<file path="src/hw/rtl/grc_pkg.sv">
// Package for the grid ray caster: geometry constants and shared types.
// No dependencies.
package grc_pkg;
  localparam int SCREEN_WIDTH  = 96;
  localparam int SCREEN_HEIGHT = 64;
  localparam int MAP_SIDE      = 8;
  localparam int MAX_STEPS     = 16;

  localparam logic [2:0] REG_POS_X   = 3'd0;
  localparam logic [2:0] REG_POS_Y   = 3'd1;
  localparam logic [2:0] REG_DIR_X   = 3'd2;
  localparam logic [2:0] REG_DIR_Y   = 3'd3;
  localparam logic [2:0] REG_PLANE_X = 3'd4;
  localparam logic [2:0] REG_PLANE_Y = 3'd5;
  localparam logic [2:0] REG_BITMAP  = 3'd6;

  // divider handshake
  typedef struct packed {
    logic start;
    logic busy;
    logic done;
  } div_ctl_t;
endpackage

</file>
<file path="src/hw/rtl/grc_div.sv">
// Radix-2 restoring divider, unsigned 32 by 32, one quotient bit a cycle.
// Uses grc_pkg.
module grc_div (
  input  logic               clk,
  input  logic               rst_n,
  input  logic               start,
  input  logic [31:0]        num,
  input  logic [31:0]        den,
  output grc_pkg::div_ctl_t  ctl,
  output logic [31:0]        quo
);
  import grc_pkg::*;

  logic [31:0] q_r, q_nxt;
  logic [32:0] rem_r, rem_nxt;
  logic [31:0] d_r;
  logic [5:0]  cnt_r, cnt_nxt;
  logic        busy_r, busy_nxt, done_r, done_nxt;
  logic [32:0] trial;

  always_comb begin
    q_nxt = q_r; rem_nxt = rem_r; cnt_nxt = cnt_r;
    busy_nxt = busy_r; done_nxt = 1'b0;
    trial = {rem_r[31:0], q_r[31]} - {1'b0, d_r};
    if (start) begin
      q_nxt = num; rem_nxt = '0; cnt_nxt = 6'd32; busy_nxt = 1'b1;
    end else if (busy_r) begin
      if (!trial[32]) begin
        rem_nxt = trial; q_nxt = {q_r[30:0], 1'b1};
      end else begin
        rem_nxt = {rem_r[31:0], q_r[31]}; q_nxt = {q_r[30:0], 1'b0};
      end
      cnt_nxt = cnt_r - 6'd1;
      if (cnt_r == 6'd1) begin
        busy_nxt = 1'b0; done_nxt = 1'b1;
      end
    end
  end

  always_ff @(posedge clk) begin
    if (!rst_n) begin
      busy_r <= 1'b0; done_r <= 1'b0; cnt_r <= '0;
    end else begin
      busy_r <= busy_nxt; done_r <= done_nxt; cnt_r <= cnt_nxt;
    end
    q_r <= q_nxt; rem_r <= rem_nxt;
    if (start) d_r <= den;
  end

  assign ctl.start = start;
  assign ctl.busy  = busy_r;
  assign ctl.done  = done_r;
  assign quo = q_r;
endmodule

</file>
<file path="src/hw/rtl/grid_raycast_column.sv">
// Grid ray caster, one screen column per word; uses grc_pkg and grc_div.
// Work per column: three divisions on the shared divider (the last one only when
// the wall distance is positive) and 1 to 16 DDA steps; a ray with a zero x or y
// component is skipped. One column at a time.
// in_stall is high while a column is in work or its result waits.
// Reset (synchronous, rst_n low) loads the default view registers and idles.
module grid_raycast_column (
  input  logic        clk,
  input  logic        rst_n,
  input  logic        in_valid,
  output logic        in_stall,
  input  logic [6:0]  in_column,
  output logic        out_valid,
  input  logic        out_stall,
  output logic        out_draw_valid,
  output logic [5:0]  out_span_start,
  output logic [5:0]  out_span_end,
  output logic        out_hit_side,
  input  logic        cfg_valid,
  output logic        cfg_ready,
  input  logic [2:0]  cfg_index,
  input  logic [63:0] cfg_data
);
  import grc_pkg::*;

  typedef enum logic [3:0] {
    S_IDLE, S_CAM, S_RAY, S_DX, S_DXW, S_DY, S_DYW, S_SD, S_WALK, S_DIST, S_HW,
    S_SPAN, S_OUT
  } state_t;

  state_t state_r;
  logic [10:0] pos_x_r, pos_y_r;
  logic signed [10:0] dir_x_r, dir_y_r, plane_x_r, plane_y_r;
  logic [63:0] bitmap_r;

  logic [6:0] col_r;
  logic signed [9:0] cam_r;
  logic signed [23:0] rdx_r, rdy_r;
  logic [16:0] ddx_r, ddy_r;
  logic signed [26:0] sdx_r, sdy_r;
  logic signed [4:0] cx_r, cy_r;
  logic side_r;
  logic [4:0] n_r;
  logic [7:0] lh_r;
  logic signed [26:0] dist_r;

  logic div_start;
  logic [31:0] div_num, div_den, div_q;
  div_ctl_t div_ctl;

  grc_div u_div (.clk(clk), .rst_n(rst_n), .start(div_start), .num(div_num),
                 .den(div_den), .ctl(div_ctl), .quo(div_q));

  // |ray| stays well under 2^23
  function automatic logic [31:0] mag(input logic signed [23:0] v);
    logic signed [23:0] a;
    a = (v < 0) ? -v : v;
    return {8'd0, a};
  endfunction

  // floor((a*b)/256) for signed product
  function automatic logic signed [26:0] fmul(input logic signed [26:0] p);
    return p >>> 8;
  endfunction

  logic signed [4:0] ncx, ncy;
  logic [5:0] bit_idx;
  logic wall;
  logic signed [26:0] sdx_a, sdy_a;
  logic signed [9:0] half;
  logic signed [9:0] st, en;

  always_comb begin
    ncx = cx_r; ncy = cy_r;
    if (sdx_r < sdy_r) ncx = cx_r + ((rdx_r < 0) ? -5'sd1 : 5'sd1);
    else               ncy = cy_r + ((rdy_r < 0) ? -5'sd1 : 5'sd1);
    bit_idx = {ncx[2:0], ncy[2:0]};
    wall = (ncx < 0) || (ncy < 0) || (ncx >= MAP_SIDE) || (ncy >= MAP_SIDE) ||
           bitmap_r[bit_idx];
    sdx_a = fmul($signed({18'd0, (rdx_r < 0) ? {1'b0, pos_x_r[7:0]}
                                             : 9'd256 - {1'b0, pos_x_r[7:0]}}) *
                 $signed({10'd0, ddx_r}));
    sdy_a = fmul($signed({18'd0, (rdy_r < 0) ? {1'b0, pos_y_r[7:0]}
                                             : 9'd256 - {1'b0, pos_y_r[7:0]}}) *
                 $signed({10'd0, ddy_r}));
    half = $signed({2'd0, lh_r}) >>> 1;
    st = 10'sd32 - half; if (st < 0) st = '0;
    en = half + 10'sd32; if (en > 10'sd63) en = 10'sd63;
    if (st > en) st = en;
    div_start = 1'b0; div_num = 32'd65536; div_den = mag(rdx_r);
    case (state_r)
      S_DX: div_start = 1'b1;
      S_DY: begin div_start = 1'b1; div_den = mag(rdy_r); end
      S_HW: if (!div_ctl.busy && !div_ctl.done && dist_r > 0) begin
        div_start = 1'b1; div_num = 32'(SCREEN_HEIGHT) << 16; div_den = {5'd0, dist_r};
      end
      default: ;
    endcase
  end

  assign in_stall  = (state_r != S_IDLE);
  assign cfg_ready = (state_r == S_IDLE);

  always_ff @(posedge clk) begin
    if (!rst_n) begin
      state_r <= S_IDLE; out_valid <= 1'b0;
      pos_x_r <= 11'd1536; pos_y_r <= 11'd1536;
      dir_x_r <= -11'sd256; dir_y_r <= '0; plane_x_r <= '0; plane_y_r <= 11'sd169;
      bitmap_r <= '0;
    end else begin
      if (cfg_valid && cfg_ready) begin
        case (cfg_index)
          REG_POS_X:   pos_x_r <= cfg_data[10:0];
          REG_POS_Y:   pos_y_r <= cfg_data[10:0];
          REG_DIR_X:   dir_x_r <= cfg_data[10:0];
          REG_DIR_Y:   dir_y_r <= cfg_data[10:0];
          REG_PLANE_X: plane_x_r <= cfg_data[10:0];
          REG_PLANE_Y: plane_y_r <= cfg_data[10:0];
          REG_BITMAP:  bitmap_r <= cfg_data;
          default: ;
        endcase
      end
      case (state_r)
        S_IDLE: if (in_valid) begin col_r <= in_column; state_r <= S_CAM; end
        S_CAM: begin
          // floor(col*256/96) = (col*8)/3 via reciprocal, doubled by the shift
          cam_r <= $signed({9'((32'(col_r) * 32'd8 * 32'd21846) >> 16), 1'b0}
                           - 10'd256);
          state_r <= S_RAY;
        end
        S_RAY: begin
          rdx_r <= 24'(dir_x_r) + 24'(fmul(27'(plane_x_r) * 27'(cam_r)));
          rdy_r <= 24'(dir_y_r) + 24'(fmul(27'(plane_y_r) * 27'(cam_r)));
          state_r <= S_DX;
        end
        S_DX: begin
          if (rdx_r == 0 || rdy_r == 0) begin
            out_draw_valid <= 1'b0; out_span_start <= '0; out_span_end <= '0;
            out_hit_side <= 1'b0; out_valid <= 1'b1; state_r <= S_OUT;
          end else state_r <= S_DXW;
        end
        S_DXW: if (div_ctl.done) begin
          ddx_r <= (div_q > 32'd65535) ? 17'd65535 : div_q[16:0];
          state_r <= S_DY;
        end
        S_DY: state_r <= S_DYW;
        S_DYW: if (div_ctl.done) begin
          ddy_r <= (div_q > 32'd65535) ? 17'd65535 : div_q[16:0];
          state_r <= S_SD;
        end
        S_SD: begin
          sdx_r <= sdx_a; sdy_r <= sdy_a;
          cx_r <= $signed({2'd0, pos_x_r[10:8]}); cy_r <= $signed({2'd0, pos_y_r[10:8]});
          n_r <= '0; state_r <= S_WALK;
        end
        S_WALK: begin
          if (sdx_r < sdy_r) begin sdx_r <= sdx_r + $signed({10'd0, ddx_r}); side_r <= 1'b0; end
          else begin sdy_r <= sdy_r + $signed({10'd0, ddy_r}); side_r <= 1'b1; end
          cx_r <= ncx; cy_r <= ncy; n_r <= n_r + 5'd1;
          if (wall || n_r == 5'(MAX_STEPS - 1)) state_r <= S_DIST;
        end
        S_DIST: begin
          dist_r <= side_r ? sdy_r - $signed({10'd0, ddy_r})
                           : sdx_r - $signed({10'd0, ddx_r});
          state_r <= S_HW;
        end
        S_HW: begin
          if (dist_r <= 0) begin lh_r <= 8'd128; state_r <= S_SPAN; end
          else if (div_ctl.done) begin
            lh_r <= (div_q[31:8] > 24'd128) ? 8'd128 : div_q[15:8];
            state_r <= S_SPAN;
          end
        end
        S_SPAN: begin
          out_draw_valid <= 1'b1; out_span_start <= st[5:0]; out_span_end <= en[5:0];
          out_hit_side <= side_r; out_valid <= 1'b1; state_r <= S_OUT;
        end
        S_OUT: if (!out_stall) begin out_valid <= 1'b0; state_r <= S_IDLE; end
        default: state_r <= S_IDLE;
      endcase
    end
  end
endmodule

</file>
<file path="config.mk">
export PLATFORM = sky130hd
export DESIGN_NAME = grid_raycast_column
export DESIGN_NICKNAME = d
export VERILOG_FILES = /design/src/hw/rtl/grc_pkg.sv /design/src/hw/rtl/grc_div.sv /design/src/hw/rtl/grid_raycast_column.sv
export SDC_FILE = /design/constraint.sdc
export NUM_CORES = 2
export LEC_CHECK = 0
export BUFFER_PORTS_ARGS = -buffer_cell sky130_fd_sc_hd__buf_2
export CAP_MARGIN = 20
export CORE_MARGIN = 3
export CORE_UTILIZATION = 45
export DETAILED_ROUTE_END_ITERATION = 12
export GPL_TIMING_DRIVEN = 1
export PLACE_DENSITY = 0.6
export RECOVER_POWER = 25
export SLEW_MARGIN = 20
export SYNTH_ARGS = -nofsm -noshare
export SYNTH_HDL_FRONTEND = slang
export SYNTH_SLANG_ARGS = --single-unit
</file>
<file path="constraint.sdc">
create_clock -name clk -period 8.5 [get_ports clk]
set_input_delay 0.85 -clock clk [delete_from_list [all_inputs] [get_ports clk]]
set_output_delay 0.85 -clock clk [all_outputs]
set_load 0.1 [all_outputs]
</file>
==> metrics.md <==
| Metric | Value |
|---|---|
| Status | finished with violations |
| Failing checks | capacitance limit, slew limit |
| Least-Margin Pin Slew | 3630 ps |
| Fraction of layout cells with a size suffix above 1 | 5.99% |
| CTS Buf Count | 52 |
| Finished Cell Area | 45100 µm² |
| Avg Synthesized Cell Area | 9.14 µm² |
| R2R setup slack | 1430 ps |
| Initial Utilization | 45.4% |
| Setup bufs post-CTS | 0 |
| Critical Path RT | 8750 ps |
| Core Box Area | 91800 µm² |
| Synth warn | 0 |
| Power per cell area | 232 nW/µm² |
| Maximum VDD drop | 0.207 mV |
| Post-CTS Resized | 0 |
| Worst-Skew Late Latency | 640 ps |
| Gpl congestion | 0.894 |
| CTS Buffer Depth | 3 |
| Seq/Total Area, Yosys | 26.8% |
| CTS root buffer | clkbuf_16 |
| Reg-to-reg startpoint | pos_x_r[0] |
| GR Layer Usage met1 | 32.2% |
| # IOs | 96 |
| Met2 usage | 34.9% |
| Clock skew | 27.2 ps |
| Number of flops mapped to enable cells by yosys | 255 |
| Simple-gate area share of the yosys netlist | 16.8% |
| Post-layout min period | 7070 ps |
| Max-slew headroom | -142% |
| Commonest cells in the netlist | inv_1 (645), nand2_1 (578), fa_1 (396) |
| CTS H-tree lvls | 2 |
| Multi-input logic area | 27500 µm² |
| Post-DR wirelength/cell | 17.9 µm |
| Total wire length | 105 mm |
| Die ar. | 96400 µm² |
| Max cap viols | 2 |
| Reg2reg end | sdx_r[17] |
| First-pass GRT wire length | 169 mm |
| Asr flop ratio synth | 0% |
| Fillers | 8699 |
| Highest Clock Rate | 141 MHz |
| Initial DRC Count | 2051 |
| Global-route met3 utilization | 3.38% |
| Die Span Y | 310 µm |
| Count leader, synth | inv_1 |
| Hold Crit Class | input port to register |
| Largest family of logic cells by synthesized area | adder cells |
| Cells after Synth | 4563 |
| Pin count of the biggest net entering global routing | 84 |
| RSZ-0062 raised after global routing | no |
| Hold_buf cts | 0 |
| Reg2Reg Depth | 26 |
| Dpl hpwl | 81.1 mm |
| Compound-Gate Fraction of Synth Area | 10.9% |
| Crit. End Element | register |
| Crit start category | register |
| Multiplexer share of the synthesized area | 2.38% |
| CTS tree | yes |
| CP endpoint | sdx_r[17] |
| Final setup viols | 0 |
| Area fraction of the dominant cell type after synthesis | 19.0% |
| Critical Path AT | 7320 ps |
| Yosys reg bits | 430 |
| P&R area growth vs syn | 8.13% |
| Worst-path clk slew | 60 ps |
| Dpl cell area | 43500 µm² |
| Vias in the first global route | 31003 |
| Port bufs | 95 |
| Gr usage total | 22.3% |
| Via/cell ratio | 5.26 |
| Antenna violations before repair | 3 |
| Pins Over Slew Limit | 152 |
| Antenna Cells | 0 |
| Post-DRT Antenna Nets | 0 |
| TNS Setup | 0 ps |
| Via count | 30873 |
| Critical path peak fanout | 19 |
| Final count of hold timing violations | 0 |
| Yosys cell types | 89 |
| Hold WS | 375 ps |
| Largest cells by area after synthesis | fa_1 (19%), edfxtp_1 (18%), ha_1 (11%), dfxtp_1 (8.4%), inv_1 (5.8%) |
| Post-Synth XOR/XNOR Area | 5.42% |
| Final nets | 5436 |
| DR pass1 iterations | 6 |
| Post-layout util | 49.1% |
| Register Area | 11200 µm² |
| Pre-CTS setup slack | 1550 ps |
| Period Utilization, post-route | 83.2% |
| Synth Area in Adders | 30.2% |
| Die Wd | 310 µm |
| Main flop type after synthesis | edfxtp_1 |
| Setup crit start | pos_x_r[0] |
| Leak | 20.9 nW |
| Busiest grt layer | met2 |
| Synth area leader | fa_1 |
| Mapped Area | 41700 µm² |
| Setup CP Type | register to register |
| Overflow after GRT | 0 |
| Worst setup margin | 1430 ps |
| Sink Count | 430 |
| DRC | 0 |
| Row count | 111 |
[critical path, stage by stage (launching register included)]
cell and delay [ps]:
dfxtp_1 290, buf_4 200, inv_1 80, ha_1 160, nand2b_1 60, or4_1 430, nor2b_1 180, xor2_1 550
nand2_1 150, fa_1 480, fa_1 540, inv_1 50, fa_1 520, inv_1 50, fa_1 530, inv_1 40
ha_1 310, or2_2 290, a31o_2 280, o31a_1 330, o211ai_2 240, o22ai_1 150, o211a_1 250, o21a_1 200
nor2_2 90, xnor2_1 120, a21oi_1 80
[logic make-up after synthesis]
family	Yosys count
AOI/OAI and AO/OA	694
xor gates and xnor gates	257
DFF	430
muxes	97
buffers and inverters	821
and+or+nand+nor	1493
other	1
adders and majority gates	770
[stage by stage]
| stage | std cells | total power, mW |
|---|---|---|
| 2_1_floorplan | 4565 | 7.03 |
| 3_3_place_gp | 5776 | 8.22 |
| 3_5_place_dp | 5776 | 8.28 |
| 4_1_cts | 5871 | 10.6 |
| 5_1_grt | 5871 | 11.4 |
| 6_report | 5871 | 10.5 |
[registers in the layout, summed over array words and instances, names as in the netlist, 17 cells and up]
| signal | flops |
|---|---|
| u_div.quo | 32 |
| ddy_r | 17 |
| sdy_r | 27 |
| ddx_r | 17 |
| bitmap_r | 64 |
| u_div.rem_r | 32 |
| u_div.d_r | 27 |
| sdx_r | 27 |
| dist_r | 27 |
[worst min-delay path by stage]
| stage | from | to | depth (start not counted) |
|---|---|---|---|
| 6_report | in_column[5] | col_r[5] | 1 |
| 2_1_floorplan | bitmap_r[42] | bitmap_r[42] | 2 |
| 3_3_place_gp | bitmap_r[10] | bitmap_r[10] | 2 |
| 5_1_grt | in_column[5] | col_r[5] | 1 |
| 3_5_place_dp | bitmap_r[58] | bitmap_r[58] | 2 |
| 4_1_cts | in_column[5] | col_r[5] | 1 |
[area by class of cell]
cell class | instances | share of cell area, %
multi-input combinational | 3314 | 60.9
sequential | 430 | 24.7
inverter | 646 | 5.38
tap | 1243 | 3.45
clock buffer | 73 | 3.35
timing repair buffer | 143 | 1.76
clock inverter | 22 | 0.366
[power breakdown]
| part | total, mW | internal [mW] | leakage [nW] | switching [mW] |
|---|---|---|---|---|
| registers | 2.80 | 2.59 | 3.65 | 0.215 |
| clock network | 2.22 | 1.27 | 0.835 | 0.945 |
| logic | 5.44 | 2.34 | 16.4 | 3.10 |
[placed cells by master, fill, tap and decap left out, drive strengths merged, types with 51 or more instances in the layout]
cell / n
clkbuf: 94
o21ai: 145
nor2b: 67
xor2: 75
buf: 122
nand2: 578
mux2i: 87
ha: 374
xnor2: 182
a21boi: 105
nand3: 56
nor3: 67
edfxtp: 255
dfxtp: 175
nor2: 343
inv: 649
fa: 396
and2: 154
a21oi: 189
nand2b: 51
[metal layers]
metal / vias up / part of all wire [%]
li1: 14988 / -
met1: 14932 / 47
met2: 804 / 44
met3: 149 / 6.0
met4: 0 / 2.7
met5: - / 0
(Power assumes the default switching activity.)
